===== config.mk =====
export PLATFORM = sky130hd
export DESIGN_NAME = bafl_ram
export DESIGN_NICKNAME = d
export VERILOG_FILES = /design/src/hdl/bafl_ram.sv
export SDC_FILE = /design/constraint.sdc
export NUM_CORES = 2
export LEC_CHECK = 0
export CAP_MARGIN = 30
export CORE_ASPECT_RATIO = 2
export CORE_MARGIN = 5
export CORE_UTILIZATION = 35
export CTS_CLUSTER_SIZE = 40
export DETAILED_ROUTE_END_ITERATION = 6
export DONT_BUFFER_PORTS = 1
export GPL_ROUTABILITY_DRIVEN = 0
export PLACE_DENSITY = 0.53
export SYNTH_ARGS = -nofsm -noshare
export SYNTH_HDL_FRONTEND = slang
export SYNTH_SLANG_ARGS = --single-unit

===== constraint.sdc =====
create_clock -name clock -period 3.55 [get_ports clock]
set_input_delay 0.5325 -clock clock [delete_from_list [all_inputs] [get_ports clock]]
set_output_delay 0.5325 -clock clock [all_outputs]
set_load 0.02 [all_outputs]

===== src/hdl/bafl_ram.sv =====
// Generic single-write, single-read RAM with registered read data.
module bafl_ram #(
   parameter int WIDTH = 8,
   parameter int DEPTH = 256
) (
   input  logic                     clock,
   input  logic                     wr_en,
   input  logic [$clog2(DEPTH)-1:0] wr_addr,
   input  logic [WIDTH-1:0]         wr_data,
   input  logic                     rd_en,
   input  logic [$clog2(DEPTH)-1:0] rd_addr,
   output logic [WIDTH-1:0]         rd_data
);

   logic [WIDTH-1:0] mem_ff [DEPTH];
   logic [WIDTH-1:0] rd_data_ff;

   // Write port
   always_ff @(posedge clock) begin
      if (wr_en) begin
         mem_ff[wr_addr] <= wr_data;
      end
   end

   // Registered read port
   always_ff @(posedge clock) begin
      if (rd_en) begin
         rd_data_ff <= mem_ff[rd_addr];
      end
   end

   assign rd_data = rd_data_ff;

endmodule


==> results.json <==
{
  "endpoint_kind": "flip-flop",
  "dp_hpwl_mm": 134,
  "grt_overflow_total": 0,
  "reg2reg_slack_ps": 670,
  "antenna_left": 0,
  "hold_ws_ps": 47.7,
  "setup-violations-final": 0,
  "power.total_mw": 48.3,
  "cp.arrival_ps": 3900,
  "ys_seq_area_share_pct": 77.5,
  "leakage_nw": 28.2,
  "wl_per_cell_um": 32.4,
  "core-area_sq_um": 227000,
  "routed_wl_mm": 232,
  "cts_tree": "built",
  "rsz0062_at_grt": "no",
  "path_max_fanout": 78,
  "crit_start": "rd_addr[0]",
  "fin_crit_sh_pct": 93.7,
  "layoutNonFillerInstCount": 7175,
  "die_h_um": 685,
  "nets": 4083,
  "io_buffer_count": 0,
  "path_clk_slew_ps": 70,
  "grt_max_degree": 579,
  "areaGrowthSynthToFinish_pct": 14.3,
  "grt_usage_pct": 18.8,
  "worstSetupPathType": "in2reg",
  "clock_path_buffers": 4,
  "dr.pass1.iters": 5,
  "synth_most_common_cell": "edfxtp_1",
  "start_util_pct": 35.2,
  "crit_path_end": "rd_data[2]",
  "fmax_mhz": 301,
  "num_vias": 38700,
  "synthTopCellsByArea": "edfxtp_1 78%, mux4_2 13%, mux2i_1 1.7%, nor2_1 1.3%, a22oi_1 1.3%",
  "syn-num-nets": 3760,
  "period_minus_slack_ps": 3330,
  "die_area_sq_um": 238000,
  "crit_family": "multiplexers",
  "synth_edf_count": 2056,
  "reg2reg_to": "rd_data[2]",
  "root_buffer": "clkbuf_16",
  "htree_levels": 4,
  "yosysWarnings": 0,
  "num_rows": 247,
  "ios": 35,
  "fp.dieW_um": 347,
  "crit_buf_inv": 4,
  "synthArstFlopShare_pct": 0,
  "required_ps": 4130,
  "r2r-start": "mem_ff[143][2]",
  "synth_area_sq_um": 79600,
  "hold_violations": 0,
  "syn_inst": 3733,
  "rr_worst_depth": 8,
  "maxCapViolations": 0,
  "drt_iter0_markers": 3112,
  "cts.sinks": 2056,
  "post_cts_buffers": 0,
  "slowest_stage": "mux4_2",
  "clk_latency_ps": 830,
  "cp_num_cells": 10,
  "post-synth-top-area-fraction_pct": 77.5,
  "cts_buffers": 178,
  "viasPerCell": 5.40,
  "cpPeakStageDelay_ps": 620,
  "power.density_nw_per_um2": 531,
  "synth_flop_cell": "edfxtp_1",
  "antenna_found_initial": 8,
  "start_kind": "input port",
  "relSlewSlack_pct": 28.3,
  "ys_top_cells_by_count": "2056 x edfxtp_1, 454 x mux4_2, 282 x nor2_1",
  "synth.distinct_cells": 54,
  "tns_ps": 0,
  "grt_pass1_wl_mm": 319,
  "tightest_slew_ps": 1080,
  "ir_drop_mv": 0.418,
  "drive_gt1_share_pct": 25.9,
  "grt_pass1_vias": 40900,
  "crit_chain": "buf_16 -> buf_16 -> mux4_2 -> mux4_2 -> nor2_1 -> a2111oi_0 -> buf_4 -> nor3_1 -> buf_4 -> nor4_2",
  "dpl.cell_count": 6823,
  "avgSynthCellArea_sq_um": 21.3,
  "skew_ps": 36.2,
  "post-synth-top-area-cell": "edfxtp_1",
  "report.final.slew_viol_count": 0,
  "synth_seq_cells": 2056,
  "status": "finished, final reports clean",
  "drc_errors": 0,
  "hp-class": "in2reg"
}
[power by group]
group	internal (mW)	leakage (nW)	total [mW]	switching, mW
logic	0.883	7.00	2.20	1.32
clock network	10.6	2.72	19.3	8.74
registers	26.8	18.5	26.8	0.0643
total	38.2	28.2	48.3	10.1
[worst register-to-register path: cells and delay by family (launching register included)]
| kind | cells | cell delay [ps] |
|---|---|---|
| buffers and inverters | 2 | 450 |
| AO/OA/AOI/OAI | 1 | 90 |
| AND/OR/NAND/NOR | 3 | 680 |
| multiplexers | 2 | 1100 |
| flip-flops | 1 | 350 |
[worst min path at each step]
stage / startpoint / end / cells past startpoint
final: wr_data[3] / mem_ff[136][3] / 1
after global routing: wr_data[3] / mem_ff[136][3] / 1
after CTS: wr_data[1] / mem_ff[84][1] / 1
after detailed placement: rd_en / rd_data[6] / 0
after global placement: rd_en / rd_data[6] / 0
after floorplan: wr_data[0] / mem_ff[0][0] / 0
[cell type report]
class,count,area (sq um)
timing repair buffer,376,3520
inverter,2,7.51
clock buffer,220,4650
sequential,2056,61700
antenna,1,2.50
clock inverter,90,880
multi-input combinational,1442,16500
fill,20000,135000
tap,2988,3740
[per-stage QoR]
| step | setup slack [ps] | instance area (sq um) | utilization [%] |
|---|---|---|---|
| final | 223 | 91100 | 40.2 |
| after detailed placement | -51.3 | 84600 | 37.3 |
| after global routing | 69.7 | 91100 | 40.2 |
| after global placement | -328 | 84600 | 37.3 |
| after CTS | 465 | 90800 | 40.1 |
| after floorplan | 941 | 79600 | - |
[cell usage in the layout (no fill, tap or decap), types with 13 or more instances in the layout]
| cell type | n |
|---|---|
| buf_4 | 325 |
| mux4_2 | 454 |
| clkinv_1 | 33 |
| nand3_1 | 33 |
| a21oi_1 | 96 |
| clkbuf_16 | 187 |
| buf_16 | 19 |
| edfxtp_1 | 2056 |
| nor2_1 | 279 |
| o22ai_1 | 28 |
| nand2_1 | 33 |
| nor3_1 | 22 |
| a211oi_1 | 16 |
| nor4_1 | 20 |
| clkinv_2 | 31 |
| o221ai_1 | 46 |
| mux2i_1 | 134 |
| a221oi_1 | 13 |
| clkbuf_1 | 40 |
| buf_12 | 14 |
| a22oi_1 | 133 |
| bufinv_16 | 17 |
| nor2b_1 | 28 |
[per-layer routing]
layer	track usage [%]	part of all wire (%)	up-vias
li1	-	-	16300
met1	19.4	33	21000
met2	37.6	58	1101
met3	2.26	4.3	349
met4	8.00	4.9	0
met5	0	0	-
[repair_timing]
action	in CTS	in global routing
hold endpoints to repair	592	0
setup endpoints to repair	0	8
hold buffers	30	0
resized for setup	0	1
[registers in the layout, summed over array words and instances, names as in the netlist]
register	cells
mem_ff	2048
rd_data	8
[logic make-up after synthesis]
family / synth area share (%)
and+or+nand+nor: 2.63
buffers and inverters: 1.83
AOI/OAI and AO/OA: 3.42
muxes: 14.6
DFF: 77.5
Power figures use the tool's default switching activity.
