**src/hdl/bafl_pkg.sv**
```systemverilog
// Shared types and constants for the arena bump allocator with free list.
package bafl_pkg;

   // Arena geometry
   localparam int ARENA_BYTES = 4096;
   localparam int ADDR_W      = 12;
   localparam int CAP_W       = 13;
   localparam int LINK_W      = ADDR_W + 1;
   localparam int LINK_DEPTH  = 1 << ADDR_W;

   // Stream payload widths (padded to whole bytes)
   localparam int REQ_W = 32;
   localparam int RSP_W = 32;

   // Configuration register indexes
   localparam logic REG_ARENA_CAPACITY = 1'b0;
   localparam logic REG_SLOT_SIZE      = 1'b1;

   // Request commands
   typedef enum logic [2:0] {
      CMD_ALLOC_BYTES   = 3'd0,
      CMD_RELEASE_BYTES = 3'd1,
      CMD_MARK          = 3'd2,
      CMD_RESTORE       = 3'd3,
      CMD_SLOT_ALLOC    = 3'd4,
      CMD_SLOT_FREE     = 3'd5
   } cmd_type;

   // Operations on the bump position
   typedef enum logic [2:0] {
      BUMP_HOLD,
      BUMP_ALLOC,
      BUMP_SLOT,
      BUMP_RELEASE,
      BUMP_RESTORE
   } bump_op_type;

   typedef struct packed {
      logic                en;
      bump_op_type         op;
      logic [CAP_W-1:0]    amount;
      logic [ADDR_W-1:0]   position;
   } bump_cmd_type;

   typedef struct packed {
      logic                granted;
      logic [ADDR_W-1:0]   address;
      logic [ADDR_W-1:0]   used_bytes;
   } bump_rsp_type;

   typedef struct packed {
      logic                we;
      logic                index;
      logic [CAP_W-1:0]    wdata;
   } csr_wr_type;

   typedef enum logic {
      ST_IDLE,
      ST_LINK
   } state_type;

endpackage

```
**src/hdl/bafl_bump.sv**
```systemverilog
// Bump position register, configuration registers and the bump arithmetic.
module bafl_bump (
   input  logic                  clock,
   input  logic                  reset,
   input  bafl_pkg::csr_wr_type  csr,
   input  bafl_pkg::bump_cmd_type cmd,
   output bafl_pkg::bump_rsp_type rsp
);

   logic [bafl_pkg::CAP_W-1:0]  cap_ff, cap_in;
   logic [bafl_pkg::ADDR_W-1:0] slot_ff, slot_in;
   logic [bafl_pkg::ADDR_W-1:0] pos_ff, pos_in;

   logic [bafl_pkg::CAP_W-1:0]  cap_eff;
   logic [bafl_pkg::CAP_W-1:0]  take_len;
   logic [bafl_pkg::CAP_W:0]    take_end;
   logic                        take_ok;

   // Configuration writes
   always_comb begin
      cap_in  = cap_ff;
      slot_in = slot_ff;
      if (csr.we) begin
         case (csr.index)
            bafl_pkg::REG_ARENA_CAPACITY: cap_in  = csr.wdata;
            bafl_pkg::REG_SLOT_SIZE:      slot_in = csr.wdata[bafl_pkg::ADDR_W-1:0];
            default: ;
         endcase
      end
   end

   // Capacity clipped to the arena; allocation must end strictly below it
   always_comb begin
      cap_eff  = (cap_ff > bafl_pkg::CAP_W'(bafl_pkg::ARENA_BYTES)) ?
                 bafl_pkg::CAP_W'(bafl_pkg::ARENA_BYTES) : cap_ff;
      take_len = (cmd.op == bafl_pkg::BUMP_SLOT) ? {1'b0, slot_ff} : cmd.amount;
      take_end = {2'b00, pos_ff} + {1'b0, take_len};
      take_ok  = take_end < {1'b0, cap_eff};
   end

   // Next position and result
   always_comb begin
      pos_in         = pos_ff;
      rsp.granted    = 1'b0;
      rsp.address    = '0;
      case (cmd.op)
         bafl_pkg::BUMP_ALLOC, bafl_pkg::BUMP_SLOT: begin
            if (take_ok) begin
               rsp.granted = 1'b1;
               rsp.address = pos_ff;
               pos_in      = take_end[bafl_pkg::ADDR_W-1:0];
            end
         end
         bafl_pkg::BUMP_RELEASE: begin
            // saturate at zero
            if (cmd.amount > {1'b0, pos_ff}) begin
               pos_in = '0;
            end else begin
               pos_in = pos_ff - cmd.amount[bafl_pkg::ADDR_W-1:0];
            end
         end
         bafl_pkg::BUMP_RESTORE: pos_in = cmd.position;
         default: ;
      endcase
      rsp.used_bytes = pos_in;
   end

   always_ff @(posedge clock) begin
      if (reset) begin
         cap_ff  <= bafl_pkg::CAP_W'(4096);
         slot_ff <= bafl_pkg::ADDR_W'(24);
         pos_ff  <= '0;
      end else begin
         cap_ff  <= cap_in;
         slot_ff <= slot_in;
         if (cmd.en) begin
            pos_ff <= pos_in;
         end
      end
   end

endmodule

```
**config.mk**
```make
export PLATFORM = sky130hd
export DESIGN_NAME = bafl_bump
export DESIGN_NICKNAME = d
export VERILOG_FILES = /design/src/hdl/bafl_pkg.sv /design/src/hdl/bafl_bump.sv
export SDC_FILE = /design/constraint.sdc
export NUM_CORES = 1
export LEC_CHECK = 0
export BUFFER_PORTS_ARGS = -buffer_cell sky130_fd_sc_hd__buf_2
export CORE_ASPECT_RATIO = 2
export CORE_MARGIN = 1.5
export CORE_UTILIZATION = 55
export CTS_BUF_LIST = sky130_fd_sc_hd__clkbuf_4
export DETAILED_ROUTE_END_ITERATION = 10
export PLACE_DENSITY = 0.79
export RECOVER_POWER = 50
export SKIP_LAST_GASP = 1
export SLEW_MARGIN = 20
export SYNTH_ARGS = -nofsm -noshare
export SYNTH_HDL_FRONTEND = slang
export SYNTH_SLANG_ARGS = --single-unit
export TNS_END_PERCENT = 10
```
**constraint.sdc**
```tcl
create_clock -name clock -period 5.74 [get_ports clock]
set_input_delay 0.287 -clock clock [delete_from_list [all_inputs] [get_ports clock]]
set_output_delay 0.287 -clock clock [all_outputs]
set_load 0.005 [all_outputs]
```
==> results.py, run 1 <==
metrics = {
    "run_status": {
        "status": "complete, no violations",
    },
    "yosys": {
        "synth_nets": 614,
        "synthCells": 518,
        "ys_ff_latch": 37,
        "ys_types": 64,
        "ys_warn_count": 0,
        "syn_area_um2": 3800,
        "async_reset_ff_share_pct": 0,
        "ys_seq_area_share_pct": 19.49,
        "ys.flop_type": "dfxtp_1",
        "synth_edf_count": 0,
        "syn_area_per_cell_um2": 7.336,
    },
    "grt": {
        "track_usage_pct": 32.63,
        "grt-ovfl-total": 0,
        "grt_max_degree": 27,
        "grt_pass1_wl_um": 18010,
        "antenna_found_initial": 1,
        "grt_pass1_vias": 4001,
    },
    "sta": {
        "finalSetupViolCount": 0,
        "final.setup.tns_ns": 0,
        "fin_crit_ns": 5.310,
        "slew_violations": 0,
        "period_share_pct": 92.50,
        "rsz0062_at_grt": "false",
        "worst_pin_slew_ns": 0.9458,
        "fmax_mhz": 188.3,
        "skew_ns": 0.01622,
        "max-slew-margin-rel_pct": 36.82,
        "finalHoldViolCount": 0,
    },
    "cts": {
        "post-cts-setup-buffers": 0,
        "clock-sinks": 37,
        "postCtsResizedCells": 0,
        "cts_max_level": 2,
        "cts_hold_buf": 0,
        "clk_latency_ns": 0.37,
        "path_clk_slew_ns": 0.14,
        "ctsRootBufferMaster": "clkbuf_4",
        "clock_path_buffers": 2,
        "cts_tree": "yes",
        "numCtsBuffers": 5,
    },
    "hold_path": {
        "hp-start": "csr[3]",
        "hold_path_class": "in2reg",
        "holdPathEnd": "slot_ff[3]",
        "min_path_cells": 3,
    },
    "setup_path": {
        "crit_required_ns": 5.45,
        "critPathKind": "in2out",
        "reg2reg_slack_ns": 1.29,
        "rr_startpoint": "slot_ff[0]",
        "rr_worst_depth": 19,
        "r2r-end": "pos_ff[3]",
        "arrival_ns": 5.02,
        "critPathMaxFanout": 14,
        "startpoint_type": "primary input",
        "end_kind": "primary output",
    },
    "cells_and_area": {
        "final-instance-count-excl-fill": 668,
        "final_util_pct": 64.12,
        "area_delta_synth_final_pct": 12.61,
        "drive_above_1_share_pct": 16.93,
        "nets": 674,
    },
    "floorplanning": {
        "rows": 42,
        "fp.dieW_um": 61.78,
        "ios": 71,
        "fp.coreArea_um2": 6674,
        "start_util_pct": 56.94,
        "die_area_um2": 7447,
        "die_h_um": 120.6,
    },
    "pwr": {
        "pwr_density_cell_nw_per_um2": 225.0,
        "p_leak_nw": 1.882,
        "ir_worst_vdd_v": 0.0002167,
    },
    "placed_design": {
        "gp_congestion": 0.9969,
        "dp.cells": 659,
        "portBuffers": 70,
        "dpl.hpwl_um": 10020,
    },
    "detailed_routing": {
        "route.detailed.wl_per_inst_um": 18.03,
        "drt-total-wl_um": 12040,
        "drtPass1Iterations": 8,
        "drtIter0Drc": 227,
        "drcViolationCount": 0,
        "vias": 4096,
        "antenna_left": 0,
        "vias_per_cell": 6.132,
    },
    "job": {
        "drv_cap": 0,
    },
}
how the worst max path moves through the flow:
stage,to,start
floorplan,rsp[3],cmd[27]
global placement,rsp[3],cmd[27]
detailed placement,rsp[3],cmd[27]
CTS,rsp[3],cmd[27]
global route,rsp[3],cmd[27]
finish,rsp[3],cmd[27]
per-layer routing:
layer / GRT usage, % / wire length, um
met5: 0 / 0
met3: 3.316 / 607
met1: 31.52 / 4241
met4: 19.28 / 700
met2: 60.92 / 6493
cell families (layout without fill, tap and decap cells):
logic type	Yosys count	after routing	share of synthesized area, %
mux	1	1	0.2963
xor+xnor	22	22	5.071
buf+inv	57	118	5.927
flops	37	37	19.49
simple gates	179	179	21.70
compound gates	172	172	30.65
fa+ha+maj	50	50	16.86
other cells	0	1	0
cell usage in the layout, fill, tap and decap left out, types with 4 or more instances in the layout:
| cell | instances |
|---|---|
| a211oi_1 | 6 |
| a21o_1 | 5 |
| a21oi_1 | 42 |
| a221oi_1 | 5 |
| a311oi_1 | 5 |
| a31oi_1 | 9 |
| and3_1 | 4 |
| buf_2 | 67 |
| clkbuf_4 | 5 |
| dfxtp_1 | 37 |
| ha_1 | 48 |
| inv_1 | 36 |
| nand2_1 | 99 |
| nand2b_1 | 4 |
| nand3_1 | 11 |
| nor2_1 | 28 |
| nor2b_1 | 5 |
| nor3_1 | 6 |
| o2111ai_1 | 6 |
| o211ai_1 | 9 |
| o21a_1 | 6 |
| o21ai_0 | 43 |
| o221a_2 | 4 |
| o31ai_1 | 6 |
| or3_1 | 4 |
| xnor2_1 | 19 |
synthesized netlist by cell type (3+ instances only):
| master | number | share of area, % |
|---|---|---|
| nand2_1 | 99 | 9.8 |
| ha_1 | 48 | 16 |
| o21ai_0 | 43 | 5.7 |
| a21oi_1 | 42 | 5.5 |
| dfxtp_1 | 37 | 19 |
| inv_1 | 36 | 3.6 |
| nor2_1 | 28 | 2.8 |
| xnor2_1 | 19 | 4.4 |
| clkbuf_1 | 16 | 1.6 |
| nand3_1 | 11 | 1.4 |
| a31oi_1 | 9 | 1.5 |
| o211ai_1 | 9 | 1.8 |
| a211oi_1 | 6 | 1.2 |
| nor3_1 | 6 | 0.79 |
| o2111ai_1 | 6 | 1.4 |
| o21a_1 | 6 | 1.2 |
| o31ai_1 | 6 | 1.2 |
| a21o_1 | 5 | 0.99 |
| a221oi_1 | 5 | 1.2 |
| a311oi_1 | 5 | 1.2 |
| nor2b_1 | 5 | 0.82 |
| and3_1 | 4 | 0.66 |
| nand2b_1 | 4 | 0.66 |
| o221a_2 | 4 | 1.2 |
| or3_1 | 4 | 0.66 |
| a2111oi_0 | 3 | 0.69 |
| a22oi_1 | 3 | 0.59 |
| buf_2 | 3 | 0.40 |
| xor2_1 | 3 | 0.69 |
power by group:
part           switching (W)  total, W  leakage, nW  internal, W
logic               0.000286  0.000476         1.54     0.000189
clock network       0.000104  0.000196       0.0414    0.0000922
registers          0.0000177  0.000291        0.303     0.000273
worst max-delay path: stages:
cell      delay [ns]
clkbuf_1        0.18
nor3b_2         0.44
nand2_1         0.10
o21ai_0         0.09
ha_1            0.22
inv_1           0.07
fa_1            0.39
nand3b_1        0.23
a31oi_1         0.36
o31ai_1         0.17
o21ai_0         0.19
a21oi_1         0.11
xnor2_1         0.14
ha_1            0.30
nand3_1         0.15
o31ai_4         0.41
nor2_4          0.11
nand2_2         0.28
inv_2           0.12
a221o_1         0.36
nand2b_1        0.16
buf_2           0.13
stage by stage:
| step | power [W] | hold WS [ns] | instance area [um^2] | setup WS (ns) |
|---|---|---|---|---|
| 4_1_cts | 0.0009566 | 0.1302 | 4280 | 0.5348 |
| 2_1_floorplan | 0.0006216 | 0.4112 | 3800 | 1.261 |
| 3_5_place_dp | 0.0007621 | 0.4467 | 4197 | 0.5397 |
| 6_report | 0.0009626 | 0.1323 | 4279 | 0.4303 |
| 5_1_grt | 0.001021 | 0.1362 | 4279 | 0.09857 |
| 3_3_place_gp | 0.0007507 | 0.4444 | 4197 | 0.7192 |
area by class of cell:
type / instances / area (um^2)
sequential: 37 / 740.7
inverter: 37 / 138.9
clock inverter: 3 / 46.29
timing repair buffer: 73 / 369.1
clock buffer: 5 / 37.54
fill: 653 / 2395
antenna: 1 / 2.502
multi-input combinational: 424 / 2834
tap: 88 / 110.1
flip-flops by register name, indices dropped and copies added (netlist names):
signal	count
pos_ff	12
cap_ff	13
slot_ff	12
Power figures use the tool's default switching activity.
==> run 2: changes to the inputs <==
--- a/config.mk
+++ b/config.mk
@@ -5,6 +5,7 @@
 export SDC_FILE = /design/constraint.sdc
 export NUM_CORES = 1
 export LEC_CHECK = 0
+export ABC_AREA = 1
 export BUFFER_PORTS_ARGS = -buffer_cell sky130_fd_sc_hd__buf_2
 export CORE_ASPECT_RATIO = 2
 export CORE_MARGIN = 1.5
==> results.py, run 2 <==
metrics = {
    "cts": {
        "ctsRootBufferMaster": "clkbuf_4",
        "postCtsResizedCells": 0,
        "clock-sinks": 37,
        "cts_max_level": 2,
        "post-cts-setup-buffers": 0,
        "path_clk_slew_ns": 0.11,
        "cts_hold_buf": 0,
        "clk_latency_ns": 0.35,
        "cts_tree": "yes",
        "clock_path_buffers": 2,
        "numCtsBuffers": 5,
    },
    "placed_design": {
        "dp.cells": 788,
        "dpl.hpwl_um": 8820,
        "placement.cell_area_um2": 4405,
        "gp_congestion": 0.9854,
        "portBuffers": 70,
    },
    "cells_and_area": {
        "final_util_pct": 62.31,
        "final-instance-count-excl-fill": 795,
        "nets": 799,
        "design_area_um2": 4459,
        "area_delta_synth_final_pct": 10.82,
        "mostFrequentLayoutCell": "nand2_1",
        "multi_input_area_um2": 2754,
        "drive_above_1_share_pct": 16.07,
        "regArea_um2": 740.7,
        "largest_reg_flops": 13,
        "largest_register": "cap_ff",
        "largest_registers": "cap_ff (13), pos_ff (12), slot_ff (12)",
        "fillers": 739,
        "antennaDiodeCount": 0,
        "layout_common_cells": "108 x nand2_1, 104 x inv_1, 97 x nor2_1",
    },
    "grt": {
        "grt-ovfl-total": 0,
        "antenna_found_initial": 0,
        "grt_pass1_wl_um": 17610,
        "grt_max_degree": 26,
        "track_usage_pct": 28.26,
        "grt_pass1_vias": 3896,
    },
    "yosys": {
        "ys_warn_count": 0,
        "syn_area_um2": 4024,
        "ys_ff_latch": 37,
        "synthTopCellsByCount": "107 x nand2_1, 104 x inv_1, 97 x nor2_1",
        "synth_nets": 737,
        "synth_edf_count": 0,
        "yosysMostFrequentCell": "nand2_1",
        "ys.flop_type": "dfxtp_1",
        "synth_area_leaders": "dfxtp_1 18%, ha_1 15%, nand2_1 10%, inv_1 9.7%, nor2_1 9.0%",
        "synthCells": 641,
        "ys_types": 35,
        "ys_seq_area_share_pct": 18.41,
        "async_reset_ff_share_pct": 0,
        "syn_area_per_cell_um2": 6.277,
        "synth_top_area_share_pct": 18.41,
        "yosysTopAreaCell": "dfxtp_1",
    },
    "setup_path": {
        "rr_startpoint": "pos_ff[1]",
        "rr_worst_depth": 22,
        "reg2reg_slack_ns": 1.63,
        "crit_required_ns": 5.45,
        "critPathMaxFanout": 25,
        "startpoint_type": "primary input",
        "critPathKind": "in2out",
        "r2r-end": "pos_ff[1]",
        "end_kind": "primary output",
        "arrival_ns": 4.68,
    },
    "detailed_routing": {
        "vias": 4229,
        "drtIter0Drc": 313,
        "drtPass1Iterations": 5,
        "antenna_left": 0,
        "route.detailed.wl_per_inst_um": 13.65,
        "vias_per_cell": 5.319,
        "drt-total-wl_um": 10850,
        "drcViolationCount": 0,
    },
    "hold_path": {
        "holdPathEnd": "slot_ff[4]",
        "min_path_cells": 3,
        "hp-start": "csr[4]",
        "hold_path_class": "in2reg",
    },
    "run_status": {
        "status": "complete, no violations",
    },
    "sta": {
        "worst_pin_slew_ns": 0.8356,
        "rsz0062_at_grt": "false",
        "finalSetupViolCount": 0,
        "period_share_pct": 86.57,
        "slew_violations": 0,
        "skew_ns": 0.01137,
        "final.setup.tns_ns": 0,
        "fin_crit_ns": 4.969,
        "fmax_mhz": 201.2,
        "finalHoldViolCount": 0,
        "max-slew-margin-rel_pct": 44.09,
    },
    "pwr": {
        "p_leak_nw": 2.486,
        "finalPower_w": 0.001015,
        "pwr_density_cell_nw_per_um2": 227.6,
        "ir_worst_vdd_v": 0.0001918,
    },
    "floorplanning": {
        "fp.coreArea_um2": 7157,
        "rows": 44,
        "die_area_um2": 7869,
        "fp.dieW_um": 63.48,
        "start_util_pct": 56.22,
        "die_h_um": 124.0,
        "ios": 71,
    },
    "job": {
        "drv_cap": 0,
    },
}
## run 2: worst max-delay path by stage
stage	startpoint	end	slack [ns]	cells past startpoint
global placement	cmd[25]	rsp[20]	1.33	26
global route	cmd[25]	rsp[16]	0.39	25
finish	cmd[25]	rsp[16]	0.77	26
detailed placement	cmd[25]	rsp[20]	1.17	26
CTS	cmd[25]	rsp[16]	1.17	26
floorplan	cmd[27]	rsp[14]	1.85	27
## run 2: cell families after synthesis
group / count (synthesis) / synth area share (%)
and+or+nand+nor: 300 / 34.67
buffers and inverters: 127 / 12.72
AOI/OAI and AO/OA: 108 / 14.15
adders and majority gates: 50 / 15.92
DFF: 37 / 18.41
xor gates and xnor gates: 19 / 4.136
## run 2: cell type report
cell class	instances	area share, %
clock buffer	5	0.8418
clock inverter	2	0.7856
inverter	110	9.259
multi-input combinational	477	61.76
sequential	37	16.61
tap	92	2.581
timing repair buffer	72	8.165
## run 2: stage by stage
stage | setup slack [ns] | hold WS [ns]
4_1_cts | 1.168 | 0.1573
6_report | 0.7707 | 0.1598
2_1_floorplan | 1.850 | 0.4002
3_3_place_gp | 1.330 | 0.4604
3_5_place_dp | 1.173 | 0.4542
5_1_grt | 0.3907 | 0.1746
## run 2: power by group
part,internal [W],switching [W]
logic,0.000202,0.000337
clock network,0.0000887,0.0000899
registers,0.000277,0.0000194
## run 2: critical path, cell delays in order
cell and delay [ns]:
buf_2 0.11, inv_2 0.09, nand3_4 0.23, a21oi_1 0.22, ha_1 0.18, inv_1 0.05
fa_1 0.40, nand3b_1 0.17, nand2_1 0.12, nand3_1 0.08, nand2_1 0.12, a21oi_1 0.09
inv_1 0.07, a21oi_1 0.05, o21ai_0 0.18, xor2_1 0.17, ha_1 0.26, and3_1 0.16
nand2_1 0.07, nand3b_1 0.12, nor2_4 0.31, nand2_1 0.46, nor2_2 0.27, inv_2 0.16
nor2_1 0.13, buf_2 0.12
## run 2: metal layers
layer / part of all wire [%] / vias to the layer above / wire [um] / GRT usage (%)
met1: 40 / 1867 / 4375 / 32.30
met5: 0 / - / 0 / 0
met3: 4.7 / 32 / 513 / 2.258
met2: 50 / 155 / 5478 / 52.63
met4: 4.5 / 0 / 486 / 12.77
li1: - / 2175 / - / -
